===== src/rtl/sphdp_pkg.sv =====
// Shared types, register indexes and constants for the SPH density/pressure block.
package sphdp_pkg;

   // Position field width default (signed Q1.14 at 16 bits)
   localparam int POSITION_WIDTH_DEF = 16;
   // Depth of the queue between front and back; a power of two
   localparam int QUEUE_DEPTH_DEF    = 4;

   // r2 bits that matter: h2 never reaches 2^30
   localparam int R2_W      = 30;
   localparam int RADIUS_W  = 15;
   localparam int WORD_W    = 32;
   localparam int CSR_IDX_W = 3;

   // Register indexes
   localparam logic [CSR_IDX_W-1:0] REG_SMOOTHING_RADIUS = 3'd0;
   localparam logic [CSR_IDX_W-1:0] REG_INV_H_SQUARED    = 3'd1;
   localparam logic [CSR_IDX_W-1:0] REG_POLY6_SCALE      = 3'd2;
   localparam logic [CSR_IDX_W-1:0] REG_STIFFNESS        = 3'd3;
   localparam logic [CSR_IDX_W-1:0] REG_TARGET_DENSITY   = 3'd4;

   // Register reset values
   localparam logic [RADIUS_W-1:0] RADIUS_RESET         = 15'd1638;
   localparam logic [WORD_W-1:0]   INV_H_SQUARED_RESET  = 32'd6553600;
   localparam logic [WORD_W-1:0]   POLY6_SCALE_RESET    = 32'd102624000;
   localparam logic [WORD_W-1:0]   STIFFNESS_RESET      = 32'd65536;
   localparam logic [WORD_W-1:0]   TARGET_DENSITY_RESET = 32'd76972032;
   localparam logic [R2_W-1:0]     H2_RESET             = R2_W'(1638 * 1638);

   // Kernel constants (Q.16)
   localparam logic [16:0] KERNEL_ONE = 17'h10000;

   // Saturation limits
   localparam logic [WORD_W-1:0] DENSITY_MAX  = 32'hFFFF_FFFF;
   localparam logic [WORD_W-1:0] PRESSURE_MAX = 32'h7FFF_FFFF;
   localparam logic [WORD_W-1:0] PRESSURE_MIN = 32'h8000_0000;

   // Configuration as seen by the datapath
   typedef struct packed {
      logic [R2_W-1:0]   h2;
      logic [WORD_W-1:0] inv_h_squared;
      logic [WORD_W-1:0] poly6_scale;
      logic [WORD_W-1:0] stiffness;
      logic [WORD_W-1:0] target_density;
   } sphdp_cfg_type;

   // One classified neighbor in the queue
   typedef struct packed {
      logic [R2_W-1:0] r2;
      logic            in_kernel;
      logic            last;
   } sphdp_entry_type;

endpackage


===== src/rtl/sphdp_fifo.sv =====
// Short queue of classified neighbors between front and back.
module sphdp_fifo #(
   parameter int DEPTH = sphdp_pkg::QUEUE_DEPTH_DEF
) (
   input  logic                        clock,
   input  logic                        reset,
   input  logic                        push,
   input  sphdp_pkg::sphdp_entry_type  push_entry,
   input  logic                        pop,
   output sphdp_pkg::sphdp_entry_type  head_entry,
   output logic                        full,
   output logic                        not_empty
);
   localparam int PTR_W = $clog2(DEPTH);
   localparam int CNT_W = $clog2(DEPTH + 1);

   sphdp_pkg::sphdp_entry_type slot_ff [DEPTH];
   logic [PTR_W-1:0] wr_ptr_ff, rd_ptr_ff;
   logic [CNT_W-1:0] count_ff, count_in;

   assign full       = count_ff == CNT_W'(DEPTH);
   assign not_empty  = count_ff != '0;
   assign head_entry = slot_ff[rd_ptr_ff];

   always_comb begin
      count_in = count_ff;
      if (push && !pop) count_in = count_ff + CNT_W'(1);
      if (pop && !push) count_in = count_ff - CNT_W'(1);
   end

   always_ff @(posedge clock) begin
      if (reset) begin
         wr_ptr_ff <= '0;
         rd_ptr_ff <= '0;
         count_ff  <= '0;
      end else begin
         if (push) wr_ptr_ff <= wr_ptr_ff + PTR_W'(1);
         if (pop)  rd_ptr_ff <= rd_ptr_ff + PTR_W'(1);
         count_ff <= count_in;
      end
      if (push) slot_ff[wr_ptr_ff] <= push_entry;
   end

endmodule


===== config.mk =====
export PLATFORM = sky130hd
export DESIGN_NAME = sphdp_fifo
export DESIGN_NICKNAME = d
export VERILOG_FILES = /design/src/rtl/sphdp_pkg.sv /design/src/rtl/sphdp_fifo.sv
export SDC_FILE = /design/constraint.sdc
export NUM_CORES = 1
export LEC_CHECK = 0
export BUFFER_PORTS_ARGS = -buffer_cell sky130_fd_sc_hd__buf_2
export CAP_MARGIN = 20
export CORE_ASPECT_RATIO = 0.9
export CORE_MARGIN = 2
export CORE_UTILIZATION = 56
export CTS_CLUSTER_SIZE = 16
export DETAILED_ROUTE_END_ITERATION = 10
export GPL_TIMING_DRIVEN = 0
export PLACE_DENSITY_LB_ADDON = 0.1
export SLEW_MARGIN = 20
export SYNTH_ARGS = -nofsm -noshare
export SYNTH_HDL_FRONTEND = slang
export SYNTH_SLANG_ARGS = --single-unit

===== constraint.sdc =====
create_clock -name clock -period 2.5 [get_ports clock]
set_input_delay 0.5 -clock clock [delete_from_list [all_inputs] [get_ports clock]]
set_output_delay 0.5 -clock clock [all_outputs]
set_load 0.005 [all_outputs]

Word level (Yosys, flattened, before mapping)
Memory sizes are Yosys's and may differ from the RTL's. A register that Yosys moved wholly into a read port is not among the register bits. Index checks and enable logic that the tools add are counted.

Memories: 1. Flip-flop bits (word level): 7. Memory bits (writable): 128. Logic and storage cells: 21.

Add/sub/neg operators: 4. Equality and inequality tests: 1. Mux-type cells: 6. Reductions and logical operators: 6.

Memories: slot_ff (words 4, width 32, rd ports 1, clocked after memory_dff 1, write ports 1, RTL line sphdp_fifo.sv:17) `sphdp_pkg::sphdp_entry_type slot_ff [DEPTH];`.

Operators by type and width (number): two-way mux 3 bit (2); adder 2 x 1 -> 2 bit (second input constant) (2); two-way mux 2 bit (2); adder 3 x 1 -> 3 bit (second input constant) (1); == test 3 bit (second input constant) (1); nonzero test 3 bit (1); subtractor 3 x 1 -> 3 bit (second input constant) (1); logical AND 1 bit (2); zero test 1 bit (2); two-way mux 1 bit (2); nonzero test 2 bit (1).

Depth between registers and ports, before layout
Word-level depth: 4. Mapped depth: 7. Mapped depth without buffers: 7.

Least setup slack after synthesis
No wires, ideal clock.

Path type: input -> register. Start: input port push. End: register count_ff[2]. Stages: 7. Data arrival time: 1.698 ns. Setup time: 0.070 ns. Setup slack: 0.732 ns. Cells stage by stage: inv_1 > ha_1 > inv_1 > fa_1 > xor2_1 > or3_1 > a21oi_1.

Longest elaborated chain between the ends: 3.

RTL lines: from (decl) (RTL line sphdp_fifo.sv:7) `input logic push,`; zero test 1 bit (RTL line sphdp_fifo.sv:28) `if (pop && !push) count_in = count_ff - CNT_W'(1);`; logical AND 1 bit (RTL line sphdp_fifo.sv:28); two-way mux 3 bit or nonzero test 2 bit (tied branches); to (signal assigned) (RTL line sphdp_fifo.sv:39) `count_ff <= count_in;`; to (decl) (RTL line sphdp_fifo.sv:19) `logic [CNT_W-1:0] count_ff, count_in;`.

Several ways; a longest one is shown, not always the timed one. A chain may end at the register's enable or synchronous reset.

==> run summary <==
The post-CTS setup buffer count came out at 0. The endpoint of the worst register-to-register path is slot_ff[1][5]. The total grt overflow came out at 0. The post-detailed-route wirelength per cell came out at about 18 microns. The starting utilization of the core area is 58.6%. The path class of the tightest hold or removal check is in -> reg. The core box area came out at 8690 sq um.

The post-layout instance area came out at 6260 sq um. The remaining number of nets flagged by the antenna check after routing is 0. In the post-synthesis netlist, the cell with the most instances is edfxtp_1. For this run, the post-layout net count is around 350.

The final RePlAce weighted congestion came out at about 0.69. The share of synthesized flip-flops with an asynchronous set or reset is 0%. The share of the yosys chip area belonging to registers came out at 79.0%. The period utilization is approximately 90%.

Across the run, the number of max-cap violations was 0. The reg2reg setup slack came out at 0.93 ns. The total area of multi-input combinational cells came out at around 960 sq um.

The number of sinks on the clock net is 137. The mapped netlist covers around 5000 sq um. The completed layout was analyzed and its total power is 5480 uW.

The met3 usage in global routing came out at under 10%. The detailed router's first-iteration violation count is 86. The via count of the first global-routing pass came out at 2417. The busiest layer in global routing is met2. Synthesis inferred 137 register bits. The critical-path maximum fanout is 10. The number of search-and-repair iterations in the first detailed-routing pass came out at 4.

The number of port buffers came out at between 60 and 70. The overall track demand over capacity in global routing came out at 18.2%. The count of cells resized by post-cts repair came out at 0. The hold buffer count at CTS came out at 0. In the final layout, the share of cells above drive strength 1 is 44.7%. The distinct cell type count after synthesis came out at 21.

The clock period minus final worst setup slack came out at approximately 2.3 ns. The number of cells on the worst reg-to-reg path is 4. The via density per instance is 5.33. Clock latency on the worst-skew pair, taken at its later pin, is 0.51 ns. The required time reported for the critical path endpoint is 2.00 ns. The number of synthesized flops with an enable pin is 128. Summed over all failing endpoints, the final setup total negative slack is 0 ns. The flow ran to the end, and the final reports show no timing, DRC or antenna violations.

The pin count of the biggest net entering global routing came out at 23. In this run, the clock network consumes between 40 and 50% of the power. The worst slew margin relative to its limit came out at between 60% and 70%. The final-report setup violation count is 0. The die height is 94.5 microns.

The half-perimeter wire length after placement came out at 5.12 mm. The area added between synthesis and finish is 22.8%. The yosys synthesis warning count came out at 0. The overall routed net length is around 8 mm. The first global-routing pass estimated about 13 mm of wire. The met2 capacity usage during global routing came out at 28.8%. The slew at the pin closest to its max-slew limit came out at between 0.5 and 0.6 ns. The floorplan step defined a die boundary enclosing between 9000 and 10000 sq um. The switching part of the total is 21.4%. The worst-case clock buffer depth came out at 2.

The signal arrival time at the worst endpoint is around 1.8 ns. The cell row count came out at 32. Once placement finished, the instance area stood at 5690 sq um. The upper clock frequency limit came out at approximately 0.43 GHz.

The startpoint identified for the worst register-to-register timing path is wr_ptr_ff[1]. The final hold violation count came to 0. The overall via count from detail_route is 2328. The number of antenna violations at the first check in global routing is 0. The switching power of the nets is roughly 1200 uW. The fraction of power consumed by sequential logic is about half. The endpoint of the worst setup timing path is head_entry[15]. In the global route stage, met1 resource usage came out at 23.7%. The deepest level of the CTS H-tree is 4. The critical path is of the reg -> out type. The most used flip-flop cell after synthesis is edfxtp_1. The number of antenna repair diodes came out at 0. The cell count after synthesis came out at between 200 and 250.

In this run the count of I/O pins placed on the die edge is 70. Combinational logic is responsible for under 10% of the overall power. The root buffer cell chosen for the clock tree is clkbuf_8. The die boundary width is 105 microns. The clock-pin slew reported for the worst setup and hold paths after clock tree synthesis came out at roughly 0.060 ns. The final setup skew is a little under 0.006 ns. The biggest area contributor in the post-synthesis netlist is edfxtp_1. The area fraction of the dominant cell type after synthesis is 75.5%. The commonest cells after synthesis are edfxtp_1, mux4_2, dfxtp_1. The number of remaining DRC errors came out at 0. The mean area per synthesized cell came out at 23.8 sq um.

The number of fillers in the final layout came out at between 500 and 600. Power spread over the standard cell area amounts to just under 900 nW/um^2. The post-synth net total came out at approximately 260. The analysis attributes to cell leakage a power of roughly 0.0022 uW. By area the synthesized netlist is led by edfxtp_1, mux4_2, dfxtp_1, ha_1, buf_12. The worst setup path is captured at a primary output. The number of buffers created by CTS came out at 17.

The max-slew violation count is 0. In the final layout, flip-flops and latches occupy approximately 4000 sq um. The worst setup path is launched from a register. The worst ir drop on vdd came out at ~0.0009 V.

Setup repair after global routing left no endpoint under its margin. The cell internal power dissipation is around 4300 uW. The TritonCTS clock tree is yes.
-- flip-flops by register name, indices dropped and copies added (netlist names), named ones only --
name / flops
count_ff: 3
rd_ptr_ff: 2
slot_ff: 128
wr_ptr_ff: 2
-- power groups by stage --
stage / Combinational [uW] / Clock, uW / Sequential [uW]
after floorplan: 288 / 0 / 2700
after global placement: 465 / 0 / 2710
after detailed placement: 500 / 0 / 2710
after CTS: 503 / 2390 / 2660
after global routing: 537 / 2500 / 2670
final: 488 / 2330 / 2660
-- layout make-up --
type | count | share of cell area [%]
multi-input combinational | 63 | 15.4
buffer | 8 | 1.44
timing repair buffer | 72 | 7.08
tap | 119 | 2.38
sequential | 137 | 64.3
clock buffer | 18 | 6.68
inverter | 6 | 0.360
clock inverter | 14 | 2.36
-- how the worst min path moves through the flow --
stage / startpoint / end / slack (ns) / depth (start not counted)
final: push_entry[28] / slot_ff[3][28] / 0.20 / 1
after global routing: push_entry[1] / slot_ff[1][1] / 0.18 / 1
after detailed placement: count_ff[2] / count_ff[2] / 0.49 / 2
after floorplan: count_ff[2] / count_ff[2] / 0.46 / 2
after global placement: count_ff[2] / count_ff[2] / 0.48 / 2
after CTS: push_entry[25] / slot_ff[1][25] / 0.18 / 1
-- cells in the final DEF, fill, tap and decap left out, types with 3 or more instances in the layout --
| cell type | count |
|---|---|
| xor2_1 | 3 |
| mux4_2 | 30 |
| ha_1 | 5 |
| clkinv_4 | 3 |
| buf_2 | 71 |
| buf_12 | 4 |
| dfxtp_1 | 9 |
| clkbuf_16 | 16 |
| inv_1 | 6 |
| nor2_1 | 8 |
| buf_16 | 3 |
| clkinvlp_4 | 3 |
| and2_2 | 4 |
| inv_6 | 3 |
| edfxtp_1 | 128 |
-- cells by family after synthesis --
logic type | Yosys count | synth area share [%]
AOI/OAI and AO/OA | 3 | 0.295
xor gates and xnor gates | 5 | 0.860
adders and majority gates | 6 | 1.62
buffers and inverters | 14 | 2.21
DFF | 137 | 79.0
muxes | 33 | 14.5
and+or+nand+nor | 16 | 1.52
-- stage by stage --
stage	setup slack, ns	utilization [%]	cells	hold slack (ns)
after floorplan	0.732	-	214	0.462
after global placement	0.0881	64.3	401	0.483
after detailed placement	0.515	65.5	405	0.494
after CTS	0.170	72.0	437	0.182
after global routing	0.106	72.0	437	0.178
final	0.196	72.0	437	0.202
-- routing by layer --
| metal | wire [microns] | part of all wire (%) |
|---|---|---|
| met2 | 4000 | 50 |
| met3 | 448 | 5.6 |
| met1 | 3490 | 43 |
| met5 | 0 | 0 |
| met4 | 80 | 1.0 |
-- worst max-delay path, stage by stage (launching register included) --
cell	delay, ns
dfxtp_1	0.32
buf_6	0.14
buf_12	0.15
mux4_2	0.53
buf_2	0.15
(Power assumes the default switching activity.)
