`config.mk`:
```
export PLATFORM = sky130hd
export DESIGN_NAME = sphdp_front_flat
export DESIGN_NICKNAME = d
export VERILOG_FILES = /design/src/rtl/sphdp_pkg.sv /design/src/rtl/sphdp_req_if.sv /design/src/rtl/sphdp_front.sv /design/src/flat_wrapper.sv
export SDC_FILE = /design/constraint.sdc
export NUM_CORES = 2
export LEC_CHECK = 0
export ABC_AREA = 1
export BUFFER_PORTS_ARGS = -buffer_cell sky130_fd_sc_hd__buf_4
export CAP_MARGIN = 5
export CORE_ASPECT_RATIO = 1.25
export CORE_MARGIN = 3
export CORE_UTILIZATION = 45
export DETAILED_ROUTE_END_ITERATION = 16
export GPL_TIMING_DRIVEN = 0
export SETUP_SLACK_MARGIN = 0.05
export SLEW_MARGIN = 0
export SYNTH_ARGS = -nofsm -noshare
export SYNTH_HDL_FRONTEND = slang
export SYNTH_SLANG_ARGS = --single-unit
```
`constraint.sdc`:
```
create_clock -name clock -period 17 [get_ports clock]
set_input_delay 5.1 -clock clock [delete_from_list [all_inputs] [get_ports clock]]
set_output_delay 5.1 -clock clock [all_outputs]
set_load 0.02 [all_outputs]
```
`src/rtl/sphdp_pkg.sv`:
```
// Shared types, register indexes and constants for the SPH density/pressure block.
package sphdp_pkg;

   // Position field width default (signed Q1.14 at 16 bits)
   localparam int POSITION_WIDTH_DEF = 16;
   // Depth of the queue between front and back; a power of two
   localparam int QUEUE_DEPTH_DEF    = 4;

   // r2 bits that matter: h2 never reaches 2^30
   localparam int R2_W      = 30;
   localparam int RADIUS_W  = 15;
   localparam int WORD_W    = 32;
   localparam int CSR_IDX_W = 3;

   // Register indexes
   localparam logic [CSR_IDX_W-1:0] REG_SMOOTHING_RADIUS = 3'd0;
   localparam logic [CSR_IDX_W-1:0] REG_INV_H_SQUARED    = 3'd1;
   localparam logic [CSR_IDX_W-1:0] REG_POLY6_SCALE      = 3'd2;
   localparam logic [CSR_IDX_W-1:0] REG_STIFFNESS        = 3'd3;
   localparam logic [CSR_IDX_W-1:0] REG_TARGET_DENSITY   = 3'd4;

   // Register reset values
   localparam logic [RADIUS_W-1:0] RADIUS_RESET         = 15'd1638;
   localparam logic [WORD_W-1:0]   INV_H_SQUARED_RESET  = 32'd6553600;
   localparam logic [WORD_W-1:0]   POLY6_SCALE_RESET    = 32'd102624000;
   localparam logic [WORD_W-1:0]   STIFFNESS_RESET      = 32'd65536;
   localparam logic [WORD_W-1:0]   TARGET_DENSITY_RESET = 32'd76972032;
   localparam logic [R2_W-1:0]     H2_RESET             = R2_W'(1638 * 1638);

   // Kernel constants (Q.16)
   localparam logic [16:0] KERNEL_ONE = 17'h10000;

   // Saturation limits
   localparam logic [WORD_W-1:0] DENSITY_MAX  = 32'hFFFF_FFFF;
   localparam logic [WORD_W-1:0] PRESSURE_MAX = 32'h7FFF_FFFF;
   localparam logic [WORD_W-1:0] PRESSURE_MIN = 32'h8000_0000;

   // Configuration as seen by the datapath
   typedef struct packed {
      logic [R2_W-1:0]   h2;
      logic [WORD_W-1:0] inv_h_squared;
      logic [WORD_W-1:0] poly6_scale;
      logic [WORD_W-1:0] stiffness;
      logic [WORD_W-1:0] target_density;
   } sphdp_cfg_type;

   // One classified neighbor in the queue
   typedef struct packed {
      logic [R2_W-1:0] r2;
      logic            in_kernel;
      logic            last;
   } sphdp_entry_type;

endpackage

```
`src/rtl/sphdp_req_if.sv`:
```
// Request channel: particle and neighbor positions plus last-neighbor flag.
interface sphdp_req_if #(
   parameter int POSITION_WIDTH = sphdp_pkg::POSITION_WIDTH_DEF
);
   logic                             valid;
   logic                             ready;
   logic signed [POSITION_WIDTH-1:0] center_x;
   logic signed [POSITION_WIDTH-1:0] center_y;
   logic signed [POSITION_WIDTH-1:0] center_z;
   logic signed [POSITION_WIDTH-1:0] neighbor_x;
   logic signed [POSITION_WIDTH-1:0] neighbor_y;
   logic signed [POSITION_WIDTH-1:0] neighbor_z;
   logic                             last_neighbor;

   modport source (
      output valid, center_x, center_y, center_z,
      output neighbor_x, neighbor_y, neighbor_z, last_neighbor,
      input  ready
   );
   modport sink (
      input  valid, center_x, center_y, center_z,
      input  neighbor_x, neighbor_y, neighbor_z, last_neighbor,
      output ready
   );
endinterface

```
`src/rtl/sphdp_front.sv`:
```
// Front end: axis differences, squares, r2 sum and kernel-radius classification.
module sphdp_front #(
   parameter int POSITION_WIDTH = sphdp_pkg::POSITION_WIDTH_DEF
) (
   input  logic                           clock,
   input  logic                           reset,
   sphdp_req_if.sink                      req_chan,
   input  logic [sphdp_pkg::R2_W-1:0]     h2,
   input  logic                           q_full,
   output logic                           q_push,
   output sphdp_pkg::sphdp_entry_type     q_entry
);
   localparam int DIFF_W  = POSITION_WIDTH + 1;
   localparam int SQ_W    = 2 * POSITION_WIDTH + 1;
   localparam int SUM_RAW = 2 * POSITION_WIDTH + 3;
   localparam int SUM_W   = (SUM_RAW > sphdp_pkg::R2_W) ? SUM_RAW : sphdp_pkg::R2_W;

   logic                     advance;
   logic signed [DIFF_W-1:0] dx_in, dy_in, dz_in;
   logic signed [DIFF_W-1:0] dx_ff, dy_ff, dz_ff;
   logic                     s1_valid_ff, s1_last_ff;
   logic signed [2*DIFF_W-1:0] px, py, pz;
   logic [SQ_W-1:0]          sqx_ff, sqy_ff, sqz_ff;
   logic                     s2_valid_ff, s2_last_ff;
   logic [SUM_W-1:0]         r2_sum;

   assign advance        = !s2_valid_ff || !q_full;
   assign req_chan.ready = advance;

   assign dx_in = $signed({req_chan.center_x[POSITION_WIDTH-1], req_chan.center_x})
                - $signed({req_chan.neighbor_x[POSITION_WIDTH-1], req_chan.neighbor_x});
   assign dy_in = $signed({req_chan.center_y[POSITION_WIDTH-1], req_chan.center_y})
                - $signed({req_chan.neighbor_y[POSITION_WIDTH-1], req_chan.neighbor_y});
   assign dz_in = $signed({req_chan.center_z[POSITION_WIDTH-1], req_chan.center_z})
                - $signed({req_chan.neighbor_z[POSITION_WIDTH-1], req_chan.neighbor_z});

   assign px = (2*DIFF_W)'(dx_ff) * (2*DIFF_W)'(dx_ff);
   assign py = (2*DIFF_W)'(dy_ff) * (2*DIFF_W)'(dy_ff);
   assign pz = (2*DIFF_W)'(dz_ff) * (2*DIFF_W)'(dz_ff);

   always_ff @(posedge clock) begin
      if (reset) begin
         s1_valid_ff <= 1'b0;
         s2_valid_ff <= 1'b0;
      end else if (advance) begin
         s1_valid_ff <= req_chan.valid;
         s2_valid_ff <= s1_valid_ff;
      end
      if (advance) begin
         dx_ff      <= dx_in;
         dy_ff      <= dy_in;
         dz_ff      <= dz_in;
         s1_last_ff <= req_chan.last_neighbor;
         // a square of a signed value is never negative
         sqx_ff     <= px[SQ_W-1:0];
         sqy_ff     <= py[SQ_W-1:0];
         sqz_ff     <= pz[SQ_W-1:0];
         s2_last_ff <= s1_last_ff;
      end
   end

   // three squares of at most 2^(2P) each cannot overflow SUM_W
   assign r2_sum = SUM_W'(sqx_ff) + SUM_W'(sqy_ff) + SUM_W'(sqz_ff);

   assign q_push            = s2_valid_ff && !q_full;
   assign q_entry.r2        = r2_sum[sphdp_pkg::R2_W-1:0];
   assign q_entry.in_kernel = r2_sum < SUM_W'(h2);
   assign q_entry.last      = s2_last_ff;

endmodule

```
`src/flat_wrapper.sv`:
```
// flat-port wrapper written by rule: the top's interface ports become plain ports
module sphdp_front_flat 
#(
   parameter int POSITION_WIDTH = sphdp_pkg::POSITION_WIDTH_DEF
)
  (clock, reset, h2, q_full, q_push, q_entry, req_chan_valid, req_chan_center_x, req_chan_center_y, req_chan_center_z, req_chan_neighbor_x, req_chan_neighbor_y, req_chan_neighbor_z, req_chan_last_neighbor, req_chan_ready);
  sphdp_req_if #(.POSITION_WIDTH(POSITION_WIDTH)) req_chan_i ();
  input  logic clock;
  input  logic reset;
  input  logic [sphdp_pkg::R2_W-1:0] h2;
  input  logic q_full;
  output logic q_push;
  output sphdp_pkg::sphdp_entry_type q_entry;
  input wire logic [$bits(req_chan_i.valid)-1:0] req_chan_valid;
  input wire logic [$bits(req_chan_i.center_x)-1:0] req_chan_center_x;
  input wire logic [$bits(req_chan_i.center_y)-1:0] req_chan_center_y;
  input wire logic [$bits(req_chan_i.center_z)-1:0] req_chan_center_z;
  input wire logic [$bits(req_chan_i.neighbor_x)-1:0] req_chan_neighbor_x;
  input wire logic [$bits(req_chan_i.neighbor_y)-1:0] req_chan_neighbor_y;
  input wire logic [$bits(req_chan_i.neighbor_z)-1:0] req_chan_neighbor_z;
  input wire logic [$bits(req_chan_i.last_neighbor)-1:0] req_chan_last_neighbor;
  output wire logic [$bits(req_chan_i.ready)-1:0] req_chan_ready;
  assign req_chan_i.valid = req_chan_valid;
  assign req_chan_i.center_x = req_chan_center_x;
  assign req_chan_i.center_y = req_chan_center_y;
  assign req_chan_i.center_z = req_chan_center_z;
  assign req_chan_i.neighbor_x = req_chan_neighbor_x;
  assign req_chan_i.neighbor_y = req_chan_neighbor_y;
  assign req_chan_i.neighbor_z = req_chan_neighbor_z;
  assign req_chan_i.last_neighbor = req_chan_last_neighbor;
  assign req_chan_ready = req_chan_i.ready;
  sphdp_front #(.POSITION_WIDTH(POSITION_WIDTH)) u_core (.clock(clock), .reset(reset), .req_chan(req_chan_i), .h2(h2), .q_full(q_full), .q_push(q_push), .q_entry(q_entry));
endmodule
```
; Word-level counts from Yosys, hierarchy flattened
; Index checks and enable logic that the tools add are counted.
[word_totals]
wordCells = 23
reg_bits = 154
output_inout_bits = 34
input_bits = 131
[classes]
addsub = 5
n_reduce_logical = 4
mul = 3
magnitude_cmp = 1
[op_table]
columns = operator, count
row1 = 17-bit by 17-bit multiplier with 33-bit output, 3
row2 = 16-bit by 16-bit subtractor with 17-bit output, 3
row3 = 35-bit by 33-bit adder with 35-bit output, 1
row4 = 35-bit by 30-bit < comparator with 1-bit output, 1
row5 = 33-bit by 33-bit adder with 34-bit output, 1
row6 = 1-bit logical NOT, 2
row7 = 1-bit logical AND, 1
row8 = 1-bit logical OR, 1

; Depth between registers and ports, before layout
[depth]
depth_word = 3
mapped_depth = 35
mapped_depth_nobuf = 35

; Least setup slack after synthesis
; OpenSTA, ideal clock, no wires.
[synth_timing]
path_type = input to output
from = in q_full
to = out req_chan_ready
stages = 1
t_required_ns = 11.900
arrival_time_ns = 8.381
n_path_buf = 0
path_slack_ns = 3.519
path_cell_list = nand2_1
[synth_between]
elab_chain_cells = 2
[synth_rtl]
columns = element, line_no
row1 = start: declaration, flat_wrapper.sv:11  ; input logic q_full;
row2 = 1-bit logical NOT, sphdp_front.sv:27  ; assign advance = !s2_valid_ff || !q_full;
row3 = 1-bit logical OR, sphdp_front.sv:27
row4 = end: declaration, flat_wrapper.sv:22  ; output wire logic [$bits(req_chan_i.ready)-1:0] req_chan_ready;
; Every way passes these cells.

==> qor.yml <==
clocking:
  cts_tree: "yes"
  ctsLongestPathBuffers: 2
  clk-insertion-delay-late_ns: 0.50
  htreeDepth: 4
  clkSinkCount: 151
  cts-resized-gates: 0
  cts_buffers: 17
  cts_setup_buffers: 0
  clk_pin_slew_ns: 0.09
  hold_buffers: 0
  cts-root-buf: "clkbuf_16"
timing:
  fin_worst_skew_ns: 0.0256
  fin_ws_ns: 4.56
  rsz0062_at_grt: "no"
  fin_setup_tns_ns: 0
  period_needed_ns: 12.44
  hold_violations: 0
  max_freq_mhz: 80.4
  finalCritPeriodShare_pct: 73.2
  max-slew-margin-rel_pct: 41.6
  final_max_slew_viol_count: 0
  tightest_slew_ns: 0.875
  finalSetupViolCount: 0
logic_synthesis:
  synth_edf_count: 149
  yosys-top-cells-area: "fa_1 (40%), inv_1 (13%), ha_1 (12%)"
  avgSynthCellArea_sq_um: 8.60
  yosys_warnings: 0
  ys_seq_area_share_pct: 11.1
  synth_mux_area_share_pct: 0
  syn_nets: 6034
  yosysUniqueCellTypes: 50
  synth_top_family_by_area: "adder cells"
  synthFlopType: "edfxtp_1"
  netlist_area_sq_um: 40500
  synth_fa_ha_area_share_pct: 51.7
  synth.top_cell.area_share_pct: 39.6
  yosysTopAreaCell: "fa_1"
  ys_ff_latch: 151
  async_flop_share_pct: 0
  synth_compound_area_share_pct: 6.43
  synth-xor-area-share_pct: 5.02
  syn_inst: 4710
  yosys.area_share.simple_pct: 11.2
global_route:
  grt_max_degree: 58
  grt_usage_pct: 22.7
  antenna_found_initial: 0
  grt-ovfl-total: 0
  grt_first_pass_wirelength_mm: 165
  grt_pass1_vias: 32396
finish:
  final_nets: 6219
  drive_above_1_share_pct: 5.34
  multiInputGateArea_sq_um: 30100
  final_area_sq_um: 43900
  seq_area_sq_um: 4510
  diodes: 0
  fillers: 8757
  area_growth_pct: 8.31
detailed_routing:
  avgRoutedWirePerCell_microns: 16.6
  via_count: 29563
  wl_mm: 101
  viasPerCell: 4.86
  ant_nets: 0
  drt_first_pass_iters: 5
  drc_errors: 0
  drt_iter0_markers: 1389
worst_setup_path:
  max_stage_delay_ns: 0.42
  worstSetupEndpointType: "output port"
  crit_slowest_cell: "nor2_1"
  cp_max_fo: 2
  cp_cell_sequence: "buf_4 > inv_1 > ha_1 > nand2_1 > inv_1 > nand2_1 > inv_1 > nand2_1 > nand3_1 > nand2_1 > nand2_1 > nand2_1 > nand2_1 > nand2_1 > nand2_1 > nand2_1 > nand3_1 > nor2_1 > nand4_1 > nor2_1 > buf_4"
  cp_common_cell: "nand2_1"
  rrSetupSlack_ns: 9.73
  arrival_ns: 7.34
  worstSetupPathType: "in2out"
  cp-start-kind: "input port"
  required_ns: 11.90
floorplan:
  rows: 122
  die_y_microns: 341
  dieArea_sq_um: 93700
  core_area_sq_um: 88800
  pin_count: 165
  die_x_microns: 274
  initial_utilization_pct: 45.6
place:
  dpl_cell_area_sq_um: 43300
  place.gp.congestion: 0.947
  place_ws_ns: 4.57
  port_buffers: 164
  dp_hpwl_mm: 88.6
outcome:
  status: "complete, no violations"
hold_path:
  hold_path_class: "reg2reg"
flow_run:
  drv_cap: 0
[critical path: cells and delay by family]
family,cells,cell delay (ns)
adders and majority gates,1,0.30
buffers and inverters,5,0.43
and+or+nand+nor,15,1.49
[path summary, 6_finish.rpt]
kind	to	start	depth (start not counted)
hold / removal	u_core.s2_last_ff	u_core.s1_last_ff	0
setup reg to reg	u_core.sqx_ff[30]	u_core.dx_ff[2]	22
setup / recovery	q_entry[1]	h2[10]	21
hold reg to reg	u_core.s2_last_ff	u_core.s1_last_ff	0
[per-stage QoR]
step | util (%) | hold WS (ns) | std cells
after floorplan | - | 0.400 | 4710
after global placement | 48.6 | 0.405 | 6052
after detailed placement | 48.7 | 0.408 | 6054
after CTS | 49.4 | 0.430 | 6086
after global routing | 49.4 | 0.434 | 6086
final | 49.4 | 0.427 | 6086
[state kept, by name (all words and copies together), names as in the netlist]
signal	cells
u_core.sqz_ff	32
u_core.dx_ff	17
u_core.s2_valid_ff	1
u_core.sqx_ff	32
u_core.s2_last_ff	1
u_core.sqy_ff	32
u_core.dz_ff	17
u_core.s1_last_ff	1
u_core.dy_ff	17
u_core.s1_valid_ff	1
[final cells by class]
cell class | instances | share of cell area [%]
inverters | 1445 | 12.4
clock buffers | 17 | 0.970
repair buffers | 166 | 2.93
well taps | 1178 | 3.36
flip-flops and latches | 151 | 10.3
plain buffers | 111 | 0.961
multi-input cells | 3003 | 68.7
clock inverters | 15 | 0.394
[synth_stat cells, types with 3 or more instances]
master     instances
a21oi_1          210
a21boi_2           6
o21ai_2           14
nand4_1           17
nor4_1             7
nand2_2            7
ha_1             391
o21ai_1           16
xnor2_1           94
o21a_1            10
o21ai_0           78
buf_1              6
clkbuf_1         103
nor2_2             3
a31oi_1           20
nand3b_1           6
inv_1           1444
fa_1             802
or2_2             13
xor2_1           138
a21boi_1           7
o221ai_1           3
a211oi_1           4
nor3_1            19
o211ai_1           6
a21boi_0           3
a21oi_2            7
o2111ai_1          5
a21o_1            21
o21bai_1          15
nand2_1          804
o21bai_2           3
nor2_1           189
nand3_1           70
a221oi_1           3
edfxtp_1         149
[kinds of logic after synthesis]
family / count (synthesis)
buffers and inverters: 1556
adder cells (fa/ha/maj): 1193
AND/OR/NAND/NOR: 1140
AO/OA/AOI/OAI: 438
XOR/XNOR: 232
flip-flops: 151
[placed cells by master, fill, tap and decap left out, types with 10 or more instances in the layout]
cell       count
inv_1       1444
nand2_1      803
fa_1         802
ha_1         391
a21oi_1      210
nor2_1       189
buf_4        165
edfxtp_1     149
xor2_1       138
clkbuf_1     103
xnor2_1       94
o21ai_0       78
nand3_1       70
a21o_1        21
a31oi_1       20
nor3_1        19
nand4_1       17
clkbuf_16     17
o21ai_1       16
o21bai_1      15
o21ai_2       14
or2_2         13
o21a_1        10
[layer usage]
layer  vias to the layer above  global-route usage (%)  wire, microns
met5                         -                       0              0
met4                         0                    10.5           4990
met3                       179                    1.66           2440
met2                       510                    43.0          54800
met1                     14620                    25.6          38700
li1                      14254                       -              -
Power is not shown: default switching activity piles up to over one toggle a cycle in this logic, so the estimate is an artifact.
